$ cat src/qxrm_pkg.sv
`timescale 1ns / 1ps
`default_nettype none
package qxrm_pkg;

    localparam int ANGLE_BITS_DEF = 16;
    localparam int FRAC_BITS_DEF  = 14;
    localparam int Q              = 30;

    typedef logic signed [31:0] q30_t;
    typedef logic signed [63:0] q60_t;

    // Taylor coefficients, Q30, lowest order first
    localparam logic [31:0] SIN_COEF [7] = '{
        32'd1686629713, 32'd693598668, 32'd85569306, 32'd5026995,
        32'd172272, 32'd3864, 32'd61
    };
    localparam logic [31:0] COS_COEF [7] = '{
        32'd1324675879, 32'd272375560, 32'd22401992, 32'd987048,
        32'd27060, 32'd506, 32'd7
    };

    // Q30 by Q30 product, rounded half away from zero back to Q30
    function automatic q30_t qmul(input q30_t a, input q30_t b);
        logic signed [63:0] p;
        logic [63:0] m;
        begin
            p = 64'(a) * 64'(b);
            if (p < 0)
            begin
                m = ((64'd0 - 64'(p)) + (64'd1 << (Q - 1))) >> Q;
                qmul = -q30_t'(m[31:0]);
            end
            else
            begin
                m = (64'(p) + (64'd1 << (Q - 1))) >> Q;
                qmul = q30_t'(m[31:0]);
            end
        end
    endfunction

endpackage
`default_nettype wire

$ cat src/qxrm_divide.sv
`timescale 1ns / 1ps
`default_nettype none
// Signed quotient num/den to FRAC_BITS fraction bits, one quotient bit per stage
module qxrm_divide #(
    parameter int FRAC_BITS = qxrm_pkg::FRAC_BITS_DEF
) (
    input  wire logic              clk,
    input  wire logic              en,
    input  wire logic signed [63:0] num,
    input  wire logic [63:0]       den,
    output logic [15:0]            res
);
    localparam int NB = FRAC_BITS + 2;
    localparam int QW = FRAC_BITS + 3;

    logic [64:0]   rem_reg [NB];
    logic [QW-1:0] quo_reg [NB];
    logic [63:0]   den_reg [NB];
    logic          neg_reg [NB];
    logic          zero_reg[NB];
    logic [15:0]   res_reg;
    logic [63:0]   mag;
    logic [QW-1:0] rq;
    logic signed [QW:0] sr;

    assign mag = num[63] ? (64'd0 - 64'(num)) : 64'(num);

    // First stage takes the integer bit, the rest one fraction bit each
    always_ff @(posedge clk)
    begin
        if (en)
        begin
            den_reg[0]  <= den;
            neg_reg[0]  <= num[63];
            zero_reg[0] <= (den == 64'd0);
            if (mag >= den)
            begin
                rem_reg[0] <= 65'(mag - den);
                quo_reg[0] <= QW'(1);
            end
            else
            begin
                rem_reg[0] <= 65'(mag);
                quo_reg[0] <= '0;
            end
            for (int i = 1; i < NB; i++)
            begin
                den_reg[i]  <= den_reg[i-1];
                neg_reg[i]  <= neg_reg[i-1];
                zero_reg[i] <= zero_reg[i-1];
                if ((rem_reg[i-1] << 1) >= 65'(den_reg[i-1]))
                begin
                    rem_reg[i] <= (rem_reg[i-1] << 1) - 65'(den_reg[i-1]);
                    quo_reg[i] <= (quo_reg[i-1] << 1) | QW'(1);
                end
                else
                begin
                    rem_reg[i] <= rem_reg[i-1] << 1;
                    quo_reg[i] <= quo_reg[i-1] << 1;
                end
            end
            res_reg <= sr[15:0];
        end
    end

    // Round half away from zero, clamp, restore sign; a zero divisor gives zero
    always_comb
    begin
        rq = (quo_reg[NB-1] + QW'(1)) >> 1;
        if (rq > (QW'(1) << FRAC_BITS))
        begin
            rq = QW'(1) << FRAC_BITS;
        end
        sr = neg_reg[NB-1] ? -$signed({1'b0, rq}) : $signed({1'b0, rq});
        if (zero_reg[NB-1])
        begin
            sr = '0;
        end
    end

    assign res = res_reg;
endmodule
`default_nettype wire

$ cat config.mk
export PLATFORM = sky130hd
export DESIGN_NAME = qxrm_divide
export DESIGN_NICKNAME = d
export VERILOG_FILES = /design/src/qxrm_pkg.sv /design/src/qxrm_divide.sv
export SDC_FILE = /design/constraint.sdc
export NUM_CORES = 2
export LEC_CHECK = 0
export ABC_CLOCK_PERIOD_IN_PS = 10200
export BUFFER_PORTS_ARGS = -buffer_cell sky130_fd_sc_hd__buf_2
export CAP_MARGIN = 10
export CORE_MARGIN = 5
export CORE_UTILIZATION = 53
export CTS_CLUSTER_SIZE = 30
export DETAILED_ROUTE_END_ITERATION = 6
export MAX_ROUTING_LAYER = met4
export PLACE_DENSITY = 0.74
export SLEW_MARGIN = 20
export SYNTH_ARGS = -nofsm -noshare
export SYNTH_HDL_FRONTEND = slang
export SYNTH_SLANG_ARGS = --single-unit
$ cat constraint.sdc
create_clock -name clk -period 10.2 [get_ports clk]
set_input_delay 2.04 -clock clk [delete_from_list [all_inputs] [get_ports clk]]
set_output_delay 2.04 -clock clk [all_outputs]
set_load 0.02 [all_outputs]
==> Word level (Yosys, flattened, before mapping) <==
Memories as Yosys holds them, arrays and structs flattened.
Index checks and enable logic that the tools add are counted.
{ "totals": {"reg_bits": 16, "latchBits": 0, "ramBits": 2368, "mem_bits_ro": 0, "in_bits": 130, "mem_count": 5} }
{ "classes": {"add_sub_neg": 19, "multipliers": 0, "div_mod_pow": 0, "magnitude_cmp": 17, "eq_ne": 0, "shift": 0, "mux": 133, "bitwise_logic": 32, "reduce_logical": 1} }
{ "mem_list": {"columns": ["name", "depth", "width", "read_ports", "rd_clocked_by_memory_dff", "write_ports", "line", "text"], "rows": [
  ["rem_reg", 16, 65, 15, 0, 16, "qxrm_divide.sv:16", "logic [64:0] rem_reg [NB];"],
  ["den_reg", 16, 64, 15, 0, 16, "qxrm_divide.sv:18", "logic [63:0] den_reg [NB];"],
  ["quo_reg", 16, 17, 16, 0, 16, "qxrm_divide.sv:17", "logic [QW-1:0] quo_reg [NB];"],
  ["neg_reg", 16, 1, 16, 0, 16, "qxrm_divide.sv:19", "logic neg_reg [NB];"],
  ["zero_reg", 16, 1, 16, 0, 16, "qxrm_divide.sv:20", "logic zero_reg[NB];"]
]} }
{ "ops": {"columns": ["operator", "n"], "rows": [
  ["$mux 65", 16],
  ["$ge 65x64->1", 15],
  ["$sub 65x64->65", 15],
  ["$mux 17", 16],
  ["$mux 1", 98],
  ["$sub 64x64->65", 1],
  ["$ge 64x64->1", 1],
  ["$logic_not 64->1", 1],
  ["$mux 64", 1],
  ["$sub 1x64->64 const A", 1],
  ["$mux 16", 2],
  ["$or 1x1->1", 32],
  ["$add 17x1->17 const B", 1],
  ["$gt 16x15->1 const B", 1],
  ["$neg 16->16", 1]
]} }

==> Logic depth before layout (Yosys ltp) <==
{ "logic_depth": {"depth_word": 7, "mapped_depth": 24} }

==> Worst setup path after synthesis <==
Ideal clock, no wire load.
{ "synth_timing": {"kind": "input port to flip-flop", "start": "input port num[19]", "end": "memory rem_reg[0][14], data pin", "setup_time_ns": 0.260, "arrival_time_ns": 6.613, "required_ns": 9.940, "slack_ns": 3.327, "path_stages": 20, "path_buffers": 2, "cell_sequence": "or4_4 nor4_4 nand2b_2 or4_4 or2_4 nand2b_4 o21ai_0 xnor2_1 ha_1 clkbuf_1 a21o_1 a21o_1 a21oi_1 o221a_2 nor2_1 a211oi_1 a2111oi_1 o31ai_2 buf_2 mux2_2"} }
{ "synth_rtl": {"columns": ["item", "line", "text"], "rows": [
  ["from (decl)", "qxrm_divide.sv:9", "input wire logic signed [63:0] num,"],
  ["to (decl)", "qxrm_divide.sv:16", null]
]} }

==> results.sh <==
export IMPL_crit_start="num[13]"
export IMPL_max_stage_delay_ns=0.62
export IMPL_rows=186
export IMPL_rsz0062_at_grt="false"
export IMPL_tns_ns=0
export IMPL_ys_seq_area_frac=0.462
export IMPL_async_reset_ff_frac=0
export IMPL_relSlewSlack=0.198
export IMPL_setup_violations_final=0
export IMPL_grt_pass1_vias=97900
export IMPL_die_x_um=518
export IMPL_final_layout_size_suffix_gt1_frac=0.0788
export IMPL_ys_types=112
export IMPL_grt_max_degree=116
export IMPL_synth_fp_nets=14700
export IMPL_syn_inst=13500
export IMPL_drt_pass1_iter_count=7
export IMPL_placement_io_buffers=145
export IMPL_maxCapViolCount=0
export IMPL_fin_skew_ns=0.0509
export IMPL_vias_per_cell=5.75
export IMPL_synthesis_area_um2=137000
export IMPL_clk_pin_slew_ns=0.06
export IMPL_startpoint_type="input pin"
export IMPL_wire_per_inst_um=20.1
export IMPL_crit_path_max_fanout=115
export IMPL_grt_use_total=0.256
export IMPL_timing_final_hold_violations=0
export IMPL_drt_iter0_drc=6308
export IMPL_ys_flop_type="edfxtp_1"
export IMPL_numCtsBuffers=226
export IMPL_cts_resized=0
export IMPL_initial_core_util=0.532
export IMPL_fmax_mhz=131
export IMPL_area_delta_synth_final_pct=7.94
export IMPL_ys_ff_latch=2104
export IMPL_required_ns=10.84
export IMPL_wirelength_mm=341
export IMPL_antenna_found_initial=6
export IMPL_yosys_warnings=0
export IMPL_hp_class="flip-flop to flip-flop"
export IMPL_path_class="input pin to flip-flop"
export IMPL_timing_rr_end="rem_reg[2][69]"
export IMPL_cpMostUsedCell="nand2b_4"
export IMPL_die_y_um=518
export IMPL_grt_pass1_wl_mm=533
export IMPL_clockRootBuffer="clkbuf_16"
export IMPL_finalCritPeriodShare=0.747
export IMPL_fin_crit_ns=7.62
export IMPL_ant_nets=0
export IMPL_arrival_ns=8.26
export IMPL_clock_sinks=2104
export IMPL_path_cells="buf_2, or4_1, nor3_1, nand2b_1, or4_4, or2_4, nand2b_4, nand2b_4, nand2b_4, nand2b_4, o21ai_1, xnor2_1, ha_1, nand4_1, or4_1, nor4_1, buf_4, nand4_1, o211ai_1, o31ai_4, buf_12, inv_2, mux2_2"
export IMPL_vdd_drop_max_uv=227
export IMPL_min_path_cells=0
export IMPL_synth_avg_cell_area_um2=10.1
export IMPL_endpoint="rem_reg[0][62]"
export IMPL_dp_hpwl_mm=272
export IMPL_die_area_um2=268000
export IMPL_power_density_nw_per_um2=312
export IMPL_status="complete, but fails checks"
export IMPL_p_total_uw=46100
export IMPL_cp_slowest_cell="or4_1"
export IMPL_post_route_drc_count=3
export IMPL_cts_buffer_depth=3
export IMPL_routabilityCongestion=1.01
export IMPL_nets=14600
export IMPL_cts_setup_buffers=0
export IMPL_cts_tree="yes"
export IMPL_io_pin_count=146
export IMPL_clk_latency_ns=0.90
export IMPL_slew_violations=0
export IMPL_vias=97900
export IMPL_synth_edff_count=2102
export IMPL_hold_buffers=0
export IMPL_leakagePower_uw=0.0613
export IMPL_h_tree_depth=4
export IMPL_rr_worst_depth=14
export IMPL_worst_pin_slew_ns=1.19
export IMPL_gr_total_overflow=0
export IMPL_failed_checks="DRC"
export IMPL_timing_rr_start="rem_reg[2][1]"
export IMPL_cp_end_kind="flip-flop"
export IMPL_r2r_slack_ns=4.22
export IMPL_core_area_um2=257000
==> where the power goes <==
group	switching (µW)	internal (µW)	total, µW
clock	3410	4640	8050
sequential	1340	13100	14400
combinational	13600	10000	23600
==> cell usage after synthesis, types with 16 or more instances <==
master        n  area [µm²]
o221ai_1     16         140
o21bai_1    209        1570
o22ai_1      25         156
mux2_4       57         856
o21a_1      103         773
nor2_1      729        2740
buf_4        19         143
xnor2_1     598        5240
or2_2        30         188
a2111oi_0    17         149
clkbuf_1    427        1600
nor4_1       64         400
nand4_1     296        1850
a211o_1      19         166
o211ai_1     53         398
nand2_1    1115        4190
a221o_1      23         230
mux2_2      321        3610
nand3_1     226        1130
a21oi_1    1188        5950
a211oi_1    107         803
or3_1        59         369
or4_1        25         188
edfxtp_1   2102       63100
and2_1       64         400
o21ai_1      38         190
ha_1       1026       12800
a21o_1      640        4800
o31a_1       24         210
buf_2        92         460
nand2b_1    118         738
a21boi_0     39         293
mux2i_1      53         531
nor3_1      144         721
o21ai_0     928        4640
and4_1       21         184
o41ai_1      25         219
nor2b_1     138         863
a41oi_1      21         184
a31oi_1     152         951
a221oi_1     24         210
xor2_1      367        3210
inv_1      1296        4860
and3_1       97         607
o31ai_1      89         668
==> layout by cell type (no fill, tap or decap), types with 103 or more instances in the layout <==
cell          n
edfxtp_1   2102
inv_1      1295
a21oi_1    1187
nand2_1    1114
ha_1       1026
o21ai_0     928
nor2_1      729
a21o_1      640
xnor2_1     598
xor2_1      367
mux2_2      321
nand4_1     296
clkbuf_16   228
nand3_1     226
o21bai_1    209
a31oi_1     152
buf_2       144
nor3_1      143
nor2b_1     138
nand2b_1    118
a211oi_1    107
o21a_1      103
==> per-layer routing <==
layer,vias up,track usage,wire length (µm)
met3,890,0.0243,10000
met1,45700,0.272,131000
li1,49100,-,-
met2,2156,0.456,173000
met5,-,-,0
met4,0,0.169,27200
==> worst max-delay path: cells and delay by family <==
| kind | cells | cell delay, ns |
|---|---|---|
| AO/OA/AOI/OAI | 3 | 0.57 |
| XOR/XNOR | 1 | 0.10 |
| AND/OR/NAND/NOR | 13 | 3.91 |
| buffers and inverters | 4 | 0.73 |
| multiplexers | 1 | 0.36 |
| adder cells (fa/ha/maj) | 1 | 0.52 |
==> through the flow <==
| step | instances | instance area, µm² | hold WS (ns) | utilization | setup WS (ns) |
|---|---|---|---|---|---|
| after detailed placement | 16600 | 140000 | 0.405 | 0.546 | 1.64 |
| after floorplan | 13500 | 137000 | 0.400 | - | 3.33 |
| after global routing | 17000 | 148000 | 0.418 | 0.574 | 2.46 |
| final | 17000 | 148000 | 0.408 | 0.574 | 2.58 |
| after global placement | 16600 | 140000 | 0.400 | 0.546 | 1.63 |
| after CTS | 17000 | 148000 | 0.402 | 0.574 | 2.60 |
==> worst min-delay path by stage <==
stage                            endpoint  slack [ns]             from
final                     quo_reg[1][107]        0.41   quo_reg[1][89]
after global routing       zero_reg[1][2]        0.42   zero_reg[1][1]
after CTS                  quo_reg[1][70]        0.40   quo_reg[1][52]
after detailed placement  quo_reg[0][120]        0.40  quo_reg[0][102]
after global placement     quo_reg[1][54]        0.40   quo_reg[1][36]
after floorplan             neg_reg[0][1]        0.40    neg_reg[0][0]
==> layout make-up <==
| class | instances | area, µm² |
|---|---|---|
| clock inverter | 153 | 1520 |
| fill | 22300 | 109000 |
| timing repair buffer | 235 | 1470 |
| tap | 3384 | 4230 |
| sequential | 2104 | 63200 |
| multi-input combinational | 9548 | 66400 |
| inverter | 1300 | 4880 |
| antenna | 20 | 50.0 |
| clock buffer | 265 | 5850 |
==> cells by family (layout without fill, tap and decap cells) <==
family	after synthesis	in the layout	synth area share
simple gates	3201	3201	0.112
xor+xnor	965	965	0.0618
fa+ha+maj	1041	1041	0.0961
other cells	0	20	0
flops	2104	2104	0.462
buf+inv	1864	1953	0.0535
mux	444	444	0.0376
compound gates	3897	3897	0.178
(Power assumes the default switching activity.)
